`src/hdl/ppr_pkg.sv`:
```
// Shared types, codes and helpers of the Paxos proposer round block.
// No dependencies; every other file in hdl uses it by scoped names.

package ppr_pkg;

	// Defaults and fixed widths
	localparam int MAX_ACCEPTORS_DEF = 15;
	localparam int CNT_W             = 4;
	localparam int ID_W              = 4;
	localparam int NUM_W             = 32;
	localparam int ACC_COUNT_RESET   = 5;

	// Register indexes
	localparam int REG_ACCEPTOR_COUNT = 0;

	typedef enum logic [1:0] {
		PH_IDLE = 2'd0,
		PH_PREP = 2'd1,
		PH_ACC  = 2'd2
	} phase_t;

	typedef enum logic [1:0] {
		A_START = 2'd0,
		A_PREP  = 2'd1,
		A_ACC   = 2'd2
	} action_t;

	typedef enum logic [2:0] {
		K_NONE       = 3'd0,
		K_ACCEPT_REQ = 3'd1,
		K_CHOSEN     = 3'd2,
		K_FAILED     = 3'd3,
		K_RESEND     = 3'd4
	} kind_t;

	typedef struct packed {
		logic [1:0]              action;
		logic [ID_W-1:0]         acceptor_id;
		logic                    busy_req;
		logic signed [NUM_W-1:0] proposal_number;
		logic signed [NUM_W-1:0] reply_value;
	} item_t;

	typedef struct packed {
		kind_t                   kind;
		logic [ID_W-1:0]         target_id;
		logic signed [NUM_W-1:0] round_number;
		logic signed [NUM_W-1:0] round_value;
	} result_t;

	// Saturating increment of a reply counter
	function automatic logic [CNT_W-1:0] sat_inc(input logic [CNT_W-1:0] c);
		logic [CNT_W-1:0] r;
		r = (c == {CNT_W{1'b1}}) ? c : c + 1'b1;
		return r;
	endfunction

endpackage

```
`src/hdl/ppr_if.sv`:
```
// Valid/ready channels for items into and results out of the proposer round.
// Depends on ppr_pkg for field widths.

interface ppr_item_if;
	logic                             valid;
	logic                             ready;
	logic [1:0]                       action;
	logic [ppr_pkg::ID_W-1:0]         acceptor_id;
	logic                             busy_req;
	logic signed [ppr_pkg::NUM_W-1:0] proposal_number;
	logic signed [ppr_pkg::NUM_W-1:0] reply_value;

	modport source (output valid, action, acceptor_id, busy_req, proposal_number,
		reply_value, input ready);
	modport sink (input valid, action, acceptor_id, busy_req, proposal_number,
		reply_value, output ready);
endinterface

interface ppr_result_if;
	logic                             valid;
	logic                             ready;
	logic [2:0]                       kind;
	logic [ppr_pkg::ID_W-1:0]         target_id;
	logic signed [ppr_pkg::NUM_W-1:0] round_number;
	logic signed [ppr_pkg::NUM_W-1:0] round_value;

	modport source (output valid, kind, target_id, round_number, round_value,
		input ready);
	modport sink (input valid, kind, target_id, round_number, round_value,
		output ready);
endinterface

```
`src/hdl/ppr_round.sv`:
```
// Round state of the proposer: phase, numbers, counters and the decision
// logic for one item. Depends on ppr_pkg.

module ppr_round #(
	parameter int MAX_ACCEPTORS = ppr_pkg::MAX_ACCEPTORS_DEF
) (
	input  logic                          clk,
	input  logic                          arst_n,
	input  logic [ppr_pkg::CNT_W-1:0]     acceptor_count,
	input  logic                          fire,
	input  ppr_pkg::item_t                item,
	output ppr_pkg::result_t              res
);

	localparam logic [ppr_pkg::CNT_W-1:0] MAX_CNT =
		ppr_pkg::CNT_W'((MAX_ACCEPTORS > 15) ? 15 : MAX_ACCEPTORS);

	typedef struct packed {
		logic is_start;
		logic busy_reply;
		logic prep_done;
		logic acc_done;
		logic adopt;
		logic reach_p;
		logic fail_p;
		logic too_high;
		logic chosen;
		logic fail_a;
	} flags_t;

	ppr_pkg::phase_t                  phase_q, phase_d;
	logic signed [ppr_pkg::NUM_W-1:0] cur_num_q, cur_num_d;
	logic signed [ppr_pkg::NUM_W-1:0] cur_val_q, cur_val_d;
	logic signed [ppr_pkg::NUM_W-1:0] highest_q, highest_d;
	logic [ppr_pkg::CNT_W-1:0]        promise_q, promise_d;
	logic [ppr_pkg::CNT_W-1:0]        accept_q, accept_d;
	logic [ppr_pkg::CNT_W-1:0]        answered_q, answered_d;

	logic [ppr_pkg::CNT_W-1:0] count;
	logic [ppr_pkg::CNT_W-1:0] quorum;
	logic [ppr_pkg::CNT_W-1:0] answered_inc;
	logic [ppr_pkg::CNT_W-1:0] promise_n;
	logic [ppr_pkg::CNT_W-1:0] accept_n;
	logic                      take;
	flags_t                    fl;

	// Clamp the acceptor count and derive the quorum
	assign count  = (acceptor_count > MAX_CNT) ? MAX_CNT : acceptor_count;
	assign quorum = {1'b0, count[ppr_pkg::CNT_W-1:1]} + 1'b1;

	// Decide what this item does
	always_comb begin
		fl           = '0;
		answered_inc = ppr_pkg::sat_inc(answered_q);
		take         = item.proposal_number <= cur_num_q;
		promise_n    = take ? ppr_pkg::sat_inc(promise_q) : promise_q;
		accept_n     = ppr_pkg::sat_inc(accept_q);
		case (ppr_pkg::action_t'(item.action))
			ppr_pkg::A_START: begin
				fl.is_start = 1'b1;
			end
			ppr_pkg::A_PREP: begin
				if (phase_q == ppr_pkg::PH_PREP) begin
					fl.busy_reply = item.busy_req;
					fl.prep_done  = !item.busy_req;
				end
			end
			ppr_pkg::A_ACC: begin
				if (phase_q == ppr_pkg::PH_ACC) begin
					fl.busy_reply = item.busy_req;
					fl.acc_done   = !item.busy_req;
				end
			end
			default: begin
			end
		endcase
		fl.adopt    = fl.prep_done && take && (item.proposal_number > highest_q);
		fl.reach_p  = fl.prep_done && (promise_n >= quorum);
		fl.fail_p   = fl.prep_done && !fl.reach_p && (answered_inc >= count);
		fl.too_high = fl.acc_done && !take;
		fl.chosen   = fl.acc_done && take && (accept_n >= quorum);
		fl.fail_a   = fl.acc_done && (!take || (!fl.chosen && (answered_inc >= count)));
	end

	// Next state
	always_comb begin
		phase_d    = phase_q;
		cur_num_d  = cur_num_q;
		cur_val_d  = cur_val_q;
		highest_d  = highest_q;
		promise_d  = promise_q;
		accept_d   = accept_q;
		answered_d = answered_q;
		if (fl.is_start) begin
			phase_d    = ppr_pkg::PH_PREP;
			cur_num_d  = item.proposal_number;
			cur_val_d  = item.proposal_number;
			highest_d  = '0;
			promise_d  = '0;
			accept_d   = '0;
			answered_d = '0;
		end else if (fl.prep_done) begin
			promise_d  = promise_n;
			answered_d = answered_inc;
			if (fl.adopt) begin
				highest_d = item.proposal_number;
				cur_val_d = item.reply_value;
			end
			if (fl.reach_p) begin
				phase_d    = ppr_pkg::PH_ACC;
				answered_d = '0;
				accept_d   = '0;
			end else if (fl.fail_p) begin
				phase_d = ppr_pkg::PH_IDLE;
			end
		end else if (fl.acc_done) begin
			answered_d = answered_inc;
			if (!fl.too_high) begin
				accept_d = accept_n;
			end
			if (fl.chosen || fl.fail_a) begin
				phase_d = ppr_pkg::PH_IDLE;
			end
		end
	end

	// Result of the item
	always_comb begin
		res.kind = ppr_pkg::K_NONE;
		if (fl.busy_reply) begin
			res.kind = ppr_pkg::K_RESEND;
		end else if (fl.reach_p) begin
			res.kind = ppr_pkg::K_ACCEPT_REQ;
		end else if (fl.chosen) begin
			res.kind = ppr_pkg::K_CHOSEN;
		end else if (fl.fail_p || fl.fail_a) begin
			res.kind = ppr_pkg::K_FAILED;
		end
		res.target_id    = fl.busy_reply ? item.acceptor_id : '0;
		res.round_number = cur_num_d;
		res.round_value  = cur_val_d;
	end

	// Commit state when the item moves on
	always_ff @(posedge clk or negedge arst_n) begin
		if (!arst_n) begin
			phase_q    <= ppr_pkg::PH_IDLE;
			cur_num_q  <= '0;
			cur_val_q  <= '0;
			highest_q  <= '0;
			promise_q  <= '0;
			accept_q   <= '0;
			answered_q <= '0;
		end else if (fire) begin
			phase_q    <= phase_d;
			cur_num_q  <= cur_num_d;
			cur_val_q  <= cur_val_d;
			highest_q  <= highest_d;
			promise_q  <= promise_d;
			accept_q   <= accept_d;
			answered_q <= answered_d;
		end
	end

`ifndef SYNTHESIS
	// A start opens a clean preparing round
	a_start_clears: assert property (@(posedge clk) disable iff (!arst_n)
		fire && (item.action == ppr_pkg::A_START) |=>
		(phase_q == ppr_pkg::PH_PREP) && (promise_q == '0) && (answered_q == '0))
		else $error("start did not open a clean round");

	// An accept request only leaves the preparing phase, into accepting
	a_accept_req_phase: assert property (@(posedge clk) disable iff (!arst_n)
		fire && (res.kind == ppr_pkg::K_ACCEPT_REQ) |->
		(phase_q == ppr_pkg::PH_PREP) ##1 (phase_q == ppr_pkg::PH_ACC))
		else $error("accept request outside preparing phase");

	// Chosen or failed always ends the round
	a_end_idle: assert property (@(posedge clk) disable iff (!arst_n)
		fire && ((res.kind == ppr_pkg::K_CHOSEN) || (res.kind == ppr_pkg::K_FAILED)) |=>
		(phase_q == ppr_pkg::PH_IDLE))
		else $error("round end did not return to idle");

	// A reply while idle leaves the round untouched
	a_idle_ignore: assert property (@(posedge clk) disable iff (!arst_n)
		fire && (phase_q == ppr_pkg::PH_IDLE) && (item.action != ppr_pkg::A_START) |=>
		$stable(cur_num_q) && $stable(cur_val_q) && $stable(promise_q))
		else $error("idle reply changed round state");
`endif

endmodule

```
`src/hdl/paxos_proposer_round.sv`:
```
// Top level of the Paxos proposer round: APB register, item and result
// registers around ppr_round. Depends on ppr_pkg, ppr_if and ppr_round.

// Takes one item per cycle unless a full result register is stalled by the
// output side, and gives exactly one result item for each: the item is
// registered, the round decision (reply counting, quorum compare, signed
// number compares) is a single pass of logic, and the result is
// registered. A waiting result does not block the next item from entering
// the input register. The acceptor count register sits at byte address 0
// and should be written only while no item is in flight.
module paxos_proposer_round #(
	parameter int MAX_ACCEPTORS = ppr_pkg::MAX_ACCEPTORS_DEF
) (
	input  logic        clk,
	input  logic        arst_n,
	input  logic        psel,
	input  logic        penable,
	input  logic        pwrite,
	input  logic [2:0]  paddr,
	input  logic [31:0] pwdata,
	output logic [31:0] prdata,
	output logic        pready,
	ppr_item_if.sink    req,
	ppr_result_if.source rsp
);

	logic [ppr_pkg::CNT_W-1:0] acceptor_count_q;
	logic                      s1_valid_q;
	ppr_pkg::item_t            item_s1;
	logic                      out_valid_q;
	ppr_pkg::result_t          result_q;
	ppr_pkg::result_t          res;
	logic                      adv;
	logic                      reg_hit;

	// Register decode: word index in paddr[2]
	assign pready  = 1'b1;
	assign reg_hit = (paddr[2] == 1'(ppr_pkg::REG_ACCEPTOR_COUNT));
	assign prdata  = reg_hit ? {28'd0, acceptor_count_q} : '0;

	always_ff @(posedge clk or negedge arst_n) begin
		if (!arst_n) begin
			acceptor_count_q <= ppr_pkg::CNT_W'(ppr_pkg::ACC_COUNT_RESET);
		end else if (psel && penable && pwrite && pready && reg_hit) begin
			acceptor_count_q <= pwdata[ppr_pkg::CNT_W-1:0];
		end
	end

	// Advance the item when the result register is free or being drained
	assign adv       = s1_valid_q && (!out_valid_q || rsp.ready);
	assign req.ready = !s1_valid_q || adv;

	always_ff @(posedge clk or negedge arst_n) begin
		if (!arst_n) begin
			s1_valid_q <= 1'b0;
		end else if (req.valid && req.ready) begin
			s1_valid_q <= 1'b1;
		end else if (adv) begin
			s1_valid_q <= 1'b0;
		end
	end

	// Hold the accepted item
	always_ff @(posedge clk) begin
		if (req.valid && req.ready) begin
			item_s1.action          <= req.action;
			item_s1.acceptor_id     <= req.acceptor_id;
			item_s1.busy_req        <= req.busy_req;
			item_s1.proposal_number <= req.proposal_number;
			item_s1.reply_value     <= req.reply_value;
		end
	end

	ppr_round #(
		.MAX_ACCEPTORS(MAX_ACCEPTORS)
	) u_round (
		.clk            (clk),
		.arst_n         (arst_n),
		.acceptor_count (acceptor_count_q),
		.fire           (adv),
		.item           (item_s1),
		.res            (res)
	);

	// Result register
	always_ff @(posedge clk or negedge arst_n) begin
		if (!arst_n) begin
			out_valid_q <= 1'b0;
		end else if (adv) begin
			out_valid_q <= 1'b1;
		end else if (rsp.ready) begin
			out_valid_q <= 1'b0;
		end
	end

	always_ff @(posedge clk) begin
		if (adv) begin
			result_q <= res;
		end
	end

	assign rsp.valid        = out_valid_q;
	assign rsp.kind         = result_q.kind;
	assign rsp.target_id    = result_q.target_id;
	assign rsp.round_number = result_q.round_number;
	assign rsp.round_value  = result_q.round_value;

endmodule

```
`src/flat_wrapper.sv`:
```
// flat-port wrapper written by rule: the top's interface ports become plain ports
module paxos_proposer_round_flat 
#(
	parameter int MAX_ACCEPTORS = ppr_pkg::MAX_ACCEPTORS_DEF
)
  (clk, arst_n, psel, penable, pwrite, paddr, pwdata, prdata, pready, req_valid, req_action, req_acceptor_id, req_busy_req, req_proposal_number, req_reply_value, req_ready, rsp_valid, rsp_kind, rsp_target_id, rsp_round_number, rsp_round_value, rsp_ready);
  ppr_item_if req_i ();
  ppr_result_if rsp_i ();
  input  logic clk;
  input  logic arst_n;
  input  logic psel;
  input  logic penable;
  input  logic pwrite;
  input  logic [2:0] paddr;
  input  logic [31:0] pwdata;
  output logic [31:0] prdata;
  output logic pready;
  input wire logic [$bits(req_i.valid)-1:0] req_valid;
  input wire logic [$bits(req_i.action)-1:0] req_action;
  input wire logic [$bits(req_i.acceptor_id)-1:0] req_acceptor_id;
  input wire logic [$bits(req_i.busy_req)-1:0] req_busy_req;
  input wire logic [$bits(req_i.proposal_number)-1:0] req_proposal_number;
  input wire logic [$bits(req_i.reply_value)-1:0] req_reply_value;
  output wire logic [$bits(req_i.ready)-1:0] req_ready;
  output wire logic [$bits(rsp_i.valid)-1:0] rsp_valid;
  output wire logic [$bits(rsp_i.kind)-1:0] rsp_kind;
  output wire logic [$bits(rsp_i.target_id)-1:0] rsp_target_id;
  output wire logic [$bits(rsp_i.round_number)-1:0] rsp_round_number;
  output wire logic [$bits(rsp_i.round_value)-1:0] rsp_round_value;
  input wire logic [$bits(rsp_i.ready)-1:0] rsp_ready;
  assign req_i.valid = req_valid;
  assign req_i.action = req_action;
  assign req_i.acceptor_id = req_acceptor_id;
  assign req_i.busy_req = req_busy_req;
  assign req_i.proposal_number = req_proposal_number;
  assign req_i.reply_value = req_reply_value;
  assign req_ready = req_i.ready;
  assign rsp_valid = rsp_i.valid;
  assign rsp_kind = rsp_i.kind;
  assign rsp_target_id = rsp_i.target_id;
  assign rsp_round_number = rsp_i.round_number;
  assign rsp_round_value = rsp_i.round_value;
  assign rsp_i.ready = rsp_ready;
  paxos_proposer_round #(.MAX_ACCEPTORS(MAX_ACCEPTORS)) u_core (.clk(clk), .arst_n(arst_n), .psel(psel), .penable(penable), .pwrite(pwrite), .paddr(paddr), .pwdata(pwdata), .prdata(prdata), .pready(pready), .req(req_i), .rsp(rsp_i));
endmodule
```
`config.mk`:
```
export PLATFORM = sky130hd
export DESIGN_NAME = paxos_proposer_round_flat
export DESIGN_NICKNAME = d
export VERILOG_FILES = /design/src/hdl/ppr_pkg.sv /design/src/hdl/ppr_if.sv /design/src/hdl/ppr_round.sv /design/src/hdl/paxos_proposer_round.sv /design/src/flat_wrapper.sv
export SDC_FILE = /design/constraint.sdc
export NUM_CORES = 1
export LEC_CHECK = 0
export BUFFER_PORTS_ARGS = -buffer_cell sky130_fd_sc_hd__buf_2
export CAP_MARGIN = 15
export CORE_AREA = 2 2 147 149
export CTS_BUF_LIST = sky130_fd_sc_hd__clkbuf_16
export DETAILED_ROUTE_END_ITERATION = 8
export DIE_AREA = 0 0 149 151
export PLACE_DENSITY = 0.93
export SYNTH_ARGS = -nofsm -noshare
export SYNTH_HDL_FRONTEND = slang
export SYNTH_SLANG_ARGS = --single-unit
```
`constraint.sdc`:
```
create_clock -name clk -period 7.1 [get_ports clk]
set_input_delay 0.71 -clock clk [delete_from_list [all_inputs] [get_ports clk]]
set_output_delay 0.71 -clock clk [all_outputs]
set_load 0.01 [all_outputs]
```
== Word level (Yosys, flattened, before mapping) ==
Index checks and enable logic that the tools add are counted.
Word-level totals
  bits in registers: 258
  input port bits: 113
  output and inout bits: 106
  logic and storage cells: 124
Operators by class
  $add $sub $neg: 4
  magnitude comparators: 6
  equal/unequal tests: 10
  multiplexer cells: 44
  bitwise operators: 1
  reduce and logical (&&, ||, !) cells: 39
Operators by type and width (count)
  32-bit two-way mux: 7
  4-bit two-way mux: 17
  32-bit greater-than comparator: 1
  32-bit less-or-equal comparator: 1
  2-bit two-way mux: 9
  1-bit logical AND: 15
  4-bit by 1-bit adder with 4-bit output (second input constant): 3
  4-bit equality test (second input constant): 3
  4-bit >= comparator: 3
  1-bit two-way mux: 10
  4-bit AND reduction: 2
  2-bit nonzero test: 4
  1-bit zero test: 6
  3-bit nonzero test: 2
  1-bit logical OR: 5
  3-bit by 1-bit adder with 4-bit output (second input constant): 1
  2-bit by 1-bit equality test with 1-bit output (second input constant): 2
  2-bit equality test (second input constant): 2
  4-bit greater-than comparator (second input constant): 1
  4-bit by 3-bit inequality test with 1-bit output (second input constant): 1
  2-bit AND reduction: 2
  3-bit by 1-bit inequality test with 1-bit output (second input constant): 1
  3-bit by 2-bit inequality test with 1-bit output (second input constant): 1
  3-bit AND reduction: 1
  other kinds (4): 4

== Depth between registers and ports, before layout ==
Gate-level depths: netlist of run 1.
  depth after elaboration: 14
  depth in mapped cells: 19
  gate-level depth less buffers: 19

== Hierarchy ==
Synthesis of run 1 repeated with hierarchy kept, for this count alone.
Unflattened totals
  cells, all modules: 1138
  area, all modules: 13137.6 um^2
By module, submodules not included
  ppr_round: instances 1, cells each 944, area each 8353.0 um^2, seq. area each 2752.6 um^2
  paxos_proposer_round: instances 1, cells each 194, area each 4784.6 um^2, seq. area each 4416.7 um^2

== Least setup slack after synthesis of run 1 ==
Ideal clock, no wire load.
  kind: register to register
  start point: reg u_core.item_s1[57] (netlist bit)
  end point: reg u_core.u_round.accept_q[2] (netlist bit)
  arrival: 3.881 ns
  data required time: 6.979 ns
  path slack: 3.098 ns
  stages on the path, launching flop included: 17
  clock period less this slack: 4.002 ns
  path through: edfxtp_1 ha_1 a21o_1 a221o_1 a221oi_1 o21ai_0 o221ai_1 o31a_1 and2_0 mux2_2 ha_1 a21o_1 a21o_1 a21oi_1 and2_1 o41a_1 o22a_1
Between the ends
  word-level cells in the longest chain between the ends: 6
  elaborated cells on any way between the ends: 9
  classes of those cells: order compare (2); eq/ne (2); mux (1); reduce/logical (4)
Ends and longest elaborated chain
  start, declared: RTL line paxos_proposer_round.sv:29  | ppr_pkg::item_t item_s1;
  32-bit less-or-equal comparator *: RTL line ppr_round.sv:55  | take = item.proposal_number <= cur_num_q;
  4-bit two-way mux: RTL line ppr_round.sv:56  | promise_n = take ? ppr_pkg::sat_inc(promise_q) : promise_q;
  4-bit >= comparator: RTL line ppr_round.sv:78  | fl.reach_p = fl.prep_done && (promise_n >= quorum);
  1-bit logical AND: RTL line ppr_round.sv:78
  3-bit by 2-bit inequality test with 1-bit output (no source line)
  4-bit AND reduction (no source line) *
  end signal, assigned: RTL line ppr_round.sv:160  | accept_q <= accept_d;
  end, declared: RTL line ppr_round.sv:36  | logic [ppr_pkg::CNT_W-1:0] accept_q, accept_d;
Every way passes the cells marked *; elsewhere a longest branch is shown, timed or not.
A chain may end at the register's enable or synchronous reset.

== Worst setup path in the final report of run 1 ==
  start point: reg u_core.item_s1[46] (netlist bit)
  end point: reg u_core.u_round.accept_q[2] (netlist bit)
The elaborated chain is that of the path after synthesis.

==> results of run 1 <==
stage by stage:
step                cell area (µm²)  hold slack (ps)  util, %
floorplan                     12700              414        -
global placement              13500              486     64.8
detailed placement            13500              505     64.8
CTS                           14400              262     69.0
global route                  14400              309     69.1
finish                        14400              243     69.1
power by group through the flow:
| stage | Combinational, W | Sequential [W] | Clock [W] |
|---|---|---|---|
| after floorplan | 0.000660 | 0.00199 | 0 |
| after global placement | 0.000896 | 0.00197 | 0 |
| after detailed placement | 0.000954 | 0.00199 | 0 |
| after CTS | 0.000966 | 0.00196 | 0.00140 |
| after global routing | 0.00109 | 0.00199 | 0.00146 |
| final | 0.000966 | 0.00197 | 0.00138 |
layer usage:
metal,share of wire (%),global-route usage [%],vias to the layer above
met5,0,0,-
met4,2.2,9.05,0
li1,-,-,4373
met3,6.1,3.31,63
met2,52,45.1,413
met1,40,32.0,4683
flip-flops by register name (all words and copies together), names as in the netlist:
| name | count |
|---|---|
| u_core.rsp.round_number | 32 |
| u_core.u_round.phase_q | 2 |
| u_core.u_round.cur_val_q | 32 |
| u_core.rsp.round_value | 32 |
| u_core.u_round.answered_q | 4 |
| u_core.rsp.target_id | 4 |
| u_core.s1_valid_q | 1 |
| u_core.rsp.kind | 3 |
| u_core.acceptor_count_q | 4 |
| u_core.u_round.highest_q | 32 |
| u_core.rsp.valid | 1 |
| u_core.u_round.promise_q | 4 |
| u_core.u_round.cur_num_q | 32 |
| u_core.item_s1 | 71 |
| u_core.u_round.accept_q | 4 |
cell families (layout without fill, tap and decap cells):
group                      Yosys count  in the layout
AOI/OAI and AO/OA                  280            280
xor gates and xnor gates             5              5
adders and majority gates           83             83
buffers and inverters              226            353
DFF                                258            258
muxes                                9              9
other                                2             30
and+or+nand+nor                    271            271
cells in the mapped netlist, types with 6 or more instances:
master | n | area, µm²
and2_1 | 7 | 43.8
buf_2 | 9 | 45.0
o311ai_1 | 89 | 780
buf_4 | 29 | 218
dfrtp_1 | 114 | 2850
nand3_1 | 77 | 385
nand2b_1 | 9 | 56.3
a21oi_1 | 31 | 155
buf_1 | 8 | 30.0
edfxtp_1 | 142 | 4260
nand4_1 | 12 | 75.1
nor3_1 | 6 | 30.0
mux2_2 | 8 | 90.1
ha_1 | 83 | 1040
inv_1 | 138 | 518
clkbuf_1 | 40 | 150
nor2_1 | 16 | 60.1
o21ai_0 | 77 | 385
a21o_1 | 13 | 97.6
nand2_1 | 118 | 443
a22oi_1 | 33 | 248
worst max-delay path: stages, from the launching register on:
cell and delay (ps):
edfxtp_1 470, ha_1 360, nand4_1 220, nor4_1 650
o21ai_0 240, a31oi_1 280, o31a_1 580, and2_0 360
mux2_2 390, ha_1 300, a21o_1 160, a21o_1 170
a21oi_1 240, and2_1 200, o41a_1 240, o22a_1 180
worst max path at each step:
| stage | start | endpoint | depth (start not counted) |
|---|---|---|---|
| after floorplan | u_core.item_s1[57]$_DFFE_PP_ | u_core.u_round.accept_q[2]$_DFFE_PN0P_ | 16 |
| after global placement | u_core.item_s1[46]$_DFFE_PP_ | u_core.u_round.accept_q[2]$_DFFE_PN0P_ | 15 |
| after detailed placement | u_core.item_s1[46]$_DFFE_PP_ | u_core.u_round.accept_q[0]$_DFFE_PN0P_ | 15 |
| after CTS | u_core.item_s1[46]$_DFFE_PP_ | u_core.u_round.accept_q[2]$_DFFE_PN0P_ | 15 |
| after global routing | u_core.item_s1[46]$_DFFE_PP_ | u_core.u_round.accept_q[0]$_DFFE_PN0P_ | 15 |
| final | u_core.item_s1[46]$_DFFE_PP_ | u_core.u_round.accept_q[2]$_DFFE_PN0P_ | 15 |
layout make-up:
class | instances | area, µm²
multi-input combinational | 677 | 4610
fill | 1473 | 6440
timing repair buffer | 166 | 863
inverter | 138 | 520
sequential | 258 | 7170
antenna | 1 | 2.50
tap | 275 | 344
clock buffer | 28 | 701
clock inverter | 21 | 165
==> run_results.csv, run 1 <==
group,metric,value,unit
sta,worst_slack,1980,ps
clock_tree,worstSkewPairLatency,530,ps
global_route,grt.total_usage,25.3,%
sta,setup_viol,0,
clock_tree,holdBufCountCts,0,
pwr,pwr-share-seq,45.5,%
pwr,p_leak,6.53,nW
sta,relSlewSlack,29.7,%
synth,synthArstFlopShare,45.0,%
critical_path,critical_path_arrival,5570,ps
clock_tree,cts_tree,"yes",
detailed_routing,wl_per_cell,18.3,µm
floorplanning,initial_core_util,60.6,%
placement,place_congestion,0.839,
critical_path,rrSetupSlack,1980,ps
pwr,p_int,0.00305,W
status,run_status,"complete, no violations",
detailed_routing,drtPass1Iterations,5,
placement,placed_cells,1513,
placement,pre_cts_slack,2090,ps
flow_run,cap_violations,0,
pwr,total_power,0.00432,W
critical_path,worstSetupPathType,"flop to flop",
synth,synth_cell_types,62,
cells_and_area,area_delta_synth_final,13.9,%
global_route,grt_max_degree,84,
synth,synth_ff_type,"edfxtp_1",
cells_and_area,layout_common_cells,"buf_2, inv_1, edfxtp_1",
pwr,power.switching,0.00127,W
global_route,grt_pass1_vias,9298,
synth,synth_edf_count,142,
synth,synth_top_family_by_area,"compound AO/OA/AOI/OAI gates",
floorplanning,core,20800,µm²
placement,numPortBuffers,159,
pwr,comb_power_share,22.4,%
clock_tree,clock_sinks,258,
critical_path,critPathMaxFanout,15,
clock_tree,ctsResizeCount,0,
detailed_routing,drt_iter0_drc,837,
synth,synth-simple-area-share,10.2,%
cells_and_area,nets,1464,
sta,fin_crit,5120,ps
sta,slew_violations,0,
clock_tree,cts_buffer_depth,3,
sta,max_freq,195,MHz
critical_path,r2r-end,"u_core.u_round.accept_q[2]$_DFFE_PN0P_",
synth,synth_cells,1134,
critical_path,reg2reg_depth,15,
placement,place_hpwl,17800,µm
sta,period_share,72.0,%
critical_path,r2r-start,"u_core.item_s1[46]$_DFFE_PP_",
pwr,p_per_area,300,nW/µm²
floorplanning,io_pins,219,
floorplanning,die_y,151,µm
clock_tree,root_buffer,"clkbuf_16",
detailed_routing,final_antenna_net_count,0,
worst_hold_path,min_path_type,"primary input to async pin",
synth,netlist_area,12600,µm²
floorplanning,fp.dieW,149,µm
synth,yosys_warnings,0,
critical_path,startpoint_type,"flop",
synth,ys_seq_area_share,56.8,%
global_route,grt_first_pass_wirelength,45700,µm
critical_path,critPathRequiredTime,7560,ps
pwr,swShare,29.4,%
synth,synthAdderAreaFrac,8.23,%
detailed_routing,viasPerCell,6.09,
global_route,antenna_found_initial,1,
floorplanning,num_rows,53,
cells_and_area,drive_above_1_share,17.2,%
synth,muxShareOfSynthArea,0.793,%
sta,rsz0062_at_grt,"false",
sta,worst_pin_slew,1050,ps
detailed_routing,vias,9532,
critical_path,worst_setup_path_end_kind,"flop",
clock_tree,path_clk_slew,60,ps
synth,synth_compound_area_share,15.8,%
synth,synth_seq_cells,258,
detailed_routing,drc_errors,0,
pwr,vdd_drop_max,0.219,mV
pwr,p_clk_share,32.1,%
detailed_routing,wl,28600,µm
sta,finalHoldViolCount,0,
synth,yosys.area_share.xor_xnor,0.347,%
global_route,grt.overflow.total,0,
sta,fin_worst_skew,18.7,ps
cells_and_area,finalNonFillerCells,1564,
sta,finalSetupTns,0,ps
clock_tree,cts_made_buffers,27,
floorplanning,die-area,22500,µm²
synth,syn_area_per_cell,11.1,µm²
clock_tree,cts_htree_levels,1,
clock_tree,post_cts_buffers,0,
cells_and_area,layout_commonest_cell,"buf_2",
No activity file was read; power rests on OpenSTA's default activity.
==> run 2, diff against run 1 <==
- CORE_AREA: 2 2 147 149 -> 2 2 152 154
- DIE_AREA: 0 0 149 151 -> 0 0 154 156
- PLACE_DENSITY: 0.93 -> 0.88
- clock period: 7.1 -> 5.2 ns (I/O delays scaled with it)
==> run_results.csv, run 2 (synthesized netlist as in run 1, its figures left out) <==
group,metric,value,unit
sta,fin_worst_skew,16.3,ps
flow_run,cap_violations,0,
cells_and_area,finalNonFillerCells,1575,
sta,fin_crit,4570,ps
cells_and_area,largest_register_ffs,71,
critical_path,cp-startpoint,"u_core.item_s1[47]$_DFFE_PP_",
sta,slew_violations,0,
critical_path,critPathRequiredTime,5680,ps
clock_tree,cts_htree_levels,1,
critical_path,critPathMaxFanout,5,
sta,rsz0062_at_grt,"false",
floorplanning,die-area,24000,µm²
critical_path,critical_path_arrival,5050,ps
detailed_routing,drtPass1Iterations,5,
floorplanning,num_rows,55,
global_route,grt_first_pass_wirelength,45500,µm
cells_and_area,nets,1465,
global_route,grt_pass1_vias,9369,
floorplanning,initial_core_util,56.4,%
placement,place_hpwl,17200,µm
placement,numPortBuffers,159,
pwr,p_leak,6.49,nW
cells_and_area,drive_above_1_share,17.3,%
clock_tree,cts_buffer_depth,3,
detailed_routing,vias,9369,
cells_and_area,layout_commonest_cell,"buf_2",
clock_tree,worstSkewPairLatency,550,ps
detailed_routing,drc_errors,0,
detailed_routing,viasPerCell,5.95,
pwr,vdd_drop_max,0.342,mV
global_route,grt_max_degree,88,
clock_tree,cts_tree,"yes",
worst_hold_path,min_path_type,"primary input to async pin",
detailed_routing,final_antenna_net_count,0,
sta,setup_viol,0,
cells_and_area,antenna_cells,0,
sta,finalHoldViolCount,0,
sta,finalSetupTns,0,ps
sta,max_freq,219,MHz
sta,relSlewSlack,25.6,%
clock_tree,path_clk_slew,60,ps
critical_path,r2r-start,"u_core.item_s1[47]$_DFFE_PP_",
placement,placed_cells,1525,
placement,place_congestion,0.838,
critical_path,worst_setup_path_end_kind,"flop",
status,run_status,"complete, no violations",
cells_and_area,multiInputGateArea,4610,µm²
global_route,grt.total_usage,23.3,%
floorplanning,die_y,156,µm
global_route,antenna_found_initial,0,
critical_path,startpoint_type,"flop",
detailed_routing,drt_iter0_drc,747,
placement,dpl-instance-area,13500,µm²
clock_tree,clock_sinks,258,
clock_tree,root_buffer,"clkbuf_16",
cells_and_area,ff_latch_area,7170,µm²
clock_tree,ctsResizeCount,0,
clock_tree,post_cts_buffers,0,
cells_and_area,layout_common_cells,"buf_2, inv_1, edfxtp_1",
cells_and_area,area_delta_synth_final,13.5,%
global_route,grt.overflow.total,0,
detailed_routing,wl_per_cell,18.1,µm
cells_and_area,design_area,14300,µm²
floorplanning,fp.dieW,154,µm
floorplanning,io_pins,219,
critical_path,worstSetupPathType,"flop to flop",
sta,worst_pin_slew,1110,ps
floorplanning,core,22400,µm²
detailed_routing,wl,28500,µm
clock_tree,cts_made_buffers,27,
sta,period_share,87.8,%
clock_tree,holdBufCountCts,0,
pwr,p_per_area,401,nW/µm²
cells_and_area,top_register,"u_core.item_s1",
cells_and_area,n_fill_cell,1636,
-- run 2: routing by layer --
metal  GRT usage (%)  wire length (µm)  vias up  part of all wire [%]
met4            9.66               897        0                   3.2
li1                -                 -     4381                     -
met3            3.25              1370       65                   4.8
met2            42.0             14700      327                    52
met5               0                 0        -                     0
met1            28.4             11500     4596                    40
-- run 2: final timing paths --
check | end | slack, ps | cells past startpoint
setup / recovery | u_core.u_round.accept_q[2]$_DFFE_PN0P_ | 630 | 15
hold / removal | u_core.u_round.cur_val_q[18]$_DFFE_PN0P_ | 130 | 1
setup reg to reg | u_core.u_round.accept_q[2]$_DFFE_PN0P_ | 630 | 15
hold reg to reg | u_core.u_round.highest_q[30]$_DFFE_PN0P_ | 520 | 1
max in group asynchronous | u_core.acceptor_count_q[2]$_DFFE_PN1P_ | 3920 | 2
min in group clk | u_core.item_s1[57]$_DFFE_PP_ | 140 | 1
-- run 2: cell type report --
type	instances	area share, %
Timing Repair Buffer	167	6.08
Tap cell	285	2.49
Multi-Input combinational cell	677	32.2
Sequential cell	258	50.1
Clock inverter	23	0.812
Clock buffer	27	4.72
Inverter	138	3.63
-- run 2: critical path: stages (launching register included) --
cell      delay [ps]
edfxtp_1         480
ha_1             340
nand4_1          210
nor4_1           640
o21ai_0          200
a31oi_1          280
o31a_1           190
and2_0           300
mux2_2           390
ha_1             300
a21o_1           160
a21o_1           170
a21oi_1          260
and2_1           190
o41a_1           220
o22a_1           170
-- run 2: power by group --
group	leakage, nW	total, W	internal (W)	switching [W]
clock network	0.422	0.00175	0.000946	0.000799
logic	3.39	0.00132	0.000532	0.000790
registers	2.67	0.00268	0.00252	0.000165
total	6.49	0.00575	0.00399	0.00175
-- run 2: per-stage QoR --
stage,power (W),setup WS [ps],util (%),hold slack [ps]
detailed placement,0.00402,678,60.5,497
CTS,0.00577,651,64.0,129
finish,0.00575,634,64.0,130
global placement,0.00393,808,60.5,485
floorplan,0.00362,1200,-,224
global route,0.00605,319,64.0,123
==> run 3, diff against run 2 <==
- CORE_AREA: 2 2 152 154 -> 4 4 149 151
- DIE_AREA: 0 0 154 156 -> 0 0 153 155
- PLACE_DENSITY: 0.88 -> 0.93
- clock period: 5.2 -> 5.3 ns (I/O delays scaled with it)
==> run_results.csv, run 3 (synthesized netlist as in run 1, its figures left out) <==
group,metric,value,unit
placement,numPortBuffers,159,
sta,fin_crit,4860,ps
detailed_routing,drc_errors,0,
sta,fin_worst_skew,17.2,ps
floorplanning,fp.dieW,153,µm
clock_tree,cts_htree_levels,1,
clock_tree,root_buffer,"clkbuf_16",
detailed_routing,final_antenna_net_count,0,
worst_hold_path,min_path_type,"primary input to async pin",
clock_tree,clock_sinks,258,
placement,dpl-instance-area,13500,µm²
critical_path,critPathMaxFanout,10,
critical_path,critPathRequiredTime,5760,ps
clock_tree,post_cts_buffers,0,
placement,place_congestion,0.855,
clock_tree,cts_made_buffers,27,
global_route,grt_first_pass_wirelength,48700,µm
floorplanning,initial_core_util,60.6,%
clock_tree,worstSkewPairLatency,530,ps
global_route,grt_max_degree,86,
sta,max_freq,206,MHz
flow_run,cap_violations,0,
cells_and_area,largest_register_ffs,71,
sta,period_share,91.7,%
global_route,grt_pass1_vias,9735,
pwr,total_power,0.00583,W
cells_and_area,area_delta_synth_final,14.0,%
sta,worst_pin_slew,1110,ps
sta,slew_violations,0,
clock_tree,cts_tree,"yes",
clock_tree,ctsResizeCount,0,
sta,finalHoldViolCount,0,
detailed_routing,wl,30300,µm
detailed_routing,drtPass1Iterations,6,
detailed_routing,vias,9528,
floorplanning,num_rows,53,
cells_and_area,layout_commonest_cell,"buf_2",
cells_and_area,antenna_cells,0,
sta,rsz0062_at_grt,"false",
detailed_routing,viasPerCell,6.08,
critical_path,worst_setup_path_end_kind,"flop",
cells_and_area,layout_common_cells,"buf_2, inv_1, edfxtp_1",
critical_path,startpoint_type,"flop",
global_route,grt.total_usage,24.9,%
critical_path,critical_path_arrival,5320,ps
sta,timing.hold.ws,79.4,ps
detailed_routing,drt_iter0_drc,889,
global_route,grt.overflow.total,0,
placement,placed_cells,1517,
floorplanning,die-area,23700,µm²
cells_and_area,nets,1467,
sta,setup_viol,0,
floorplanning,die_y,155,µm
critical_path,worstSetupPathType,"flop to flop",
floorplanning,core,20800,µm²
cells_and_area,n_fill_cell,1477,
sta,relSlewSlack,26.1,%
status,run_status,"complete, no violations",
clock_tree,path_clk_slew,60,ps
placement,place_hpwl,19100,µm
pwr,p_per_area,405,nW/µm²
cells_and_area,drive_above_1_share,17.7,%
cells_and_area,top_register,"u_core.item_s1",
detailed_routing,wl_per_cell,19.3,µm
global_route,antenna_found_initial,0,
clock_tree,cts_buffer_depth,3,
clock_tree,holdBufCountCts,0,
floorplanning,io_pins,219,
pwr,vdd_drop_max,0.275,mV
cells_and_area,finalNonFillerCells,1566,
sta,finalSetupTns,0,ps
pwr,p_leak,6.52,nW
cells_and_area,design_area,14400,µm²
-- run 3: cell type report --
type                    count  area [µm²]  share of cell area (%)
flip-flops and latches    258        7170                    49.8
clock inverters            21         173                    1.20
well taps                 275         344                    2.39
clock buffers              28         701                    4.87
repair buffers            169         873                    6.07
inverters                 138         520                    3.62
multi-input cells         677        4610                    32.1
-- run 3: stage by stage --
step | worst slack, ps | utilization, %
2_1_floorplan | 1300 | -
3_3_place_gp | 666 | 64.9
3_5_place_dp | 576 | 64.9
4_1_cts | 462 | 69.1
5_1_grt | 187 | 69.1
6_report | 442 | 69.1
-- run 3: layer usage --
layer	vias to the layer above	part of all wire, %	track usage, %
li1	4378	-	-
met2	434	52	45.3
met4	0	2.9	8.40
met3	67	6.7	3.25
met5	-	0	0
met1	4649	39	30.9
-- run 3: worst paths after layout --
check                                                               from                                       end  slack, ps  cells after the start
worst max-delay path                        u_core.item_s1[46]$_DFFE_PP_    u_core.u_round.accept_q[2]$_DFFE_PN0P_        440                     15
worst min-delay path                                              arst_n  u_core.u_round.cur_val_q[25]$_DFFE_PN0P_         80                      1
worst max register to register              u_core.item_s1[46]$_DFFE_PP_    u_core.u_round.accept_q[2]$_DFFE_PN0P_        440                     15
worst min register to register  u_core.u_round.highest_q[31]$_DFFE_PN0P_  u_core.u_round.highest_q[31]$_DFFE_PN0P_        500                      1
max in group asynchronous                                         arst_n   u_core.u_round.highest_q[9]$_DFFE_PN0P_       3910                      2
min in group clk                                     req_reply_value[29]              u_core.item_s1[29]$_DFFE_PP_        180                      1
-- run 3: power by group --
group          switching (W)  internal (W)
registers           0.000168       0.00247
logic               0.000803      0.000527
clock network       0.000768       0.00110
total                0.00174       0.00409
-- run 3: worst max-delay path, cell delays in order (launching register included) --
cell      delay [ps]
edfxtp_1         480
ha_1             360
nand4_1          230
nor4_1           630
o21ai_0          200
a31oi_1          260
o31a_1           400
and2_0           330
mux2_2           390
ha_1             310
a21o_1           150
a21o_1           160
a21oi_1          250
and2_1           200
o41a_1           250
o22a_1           190
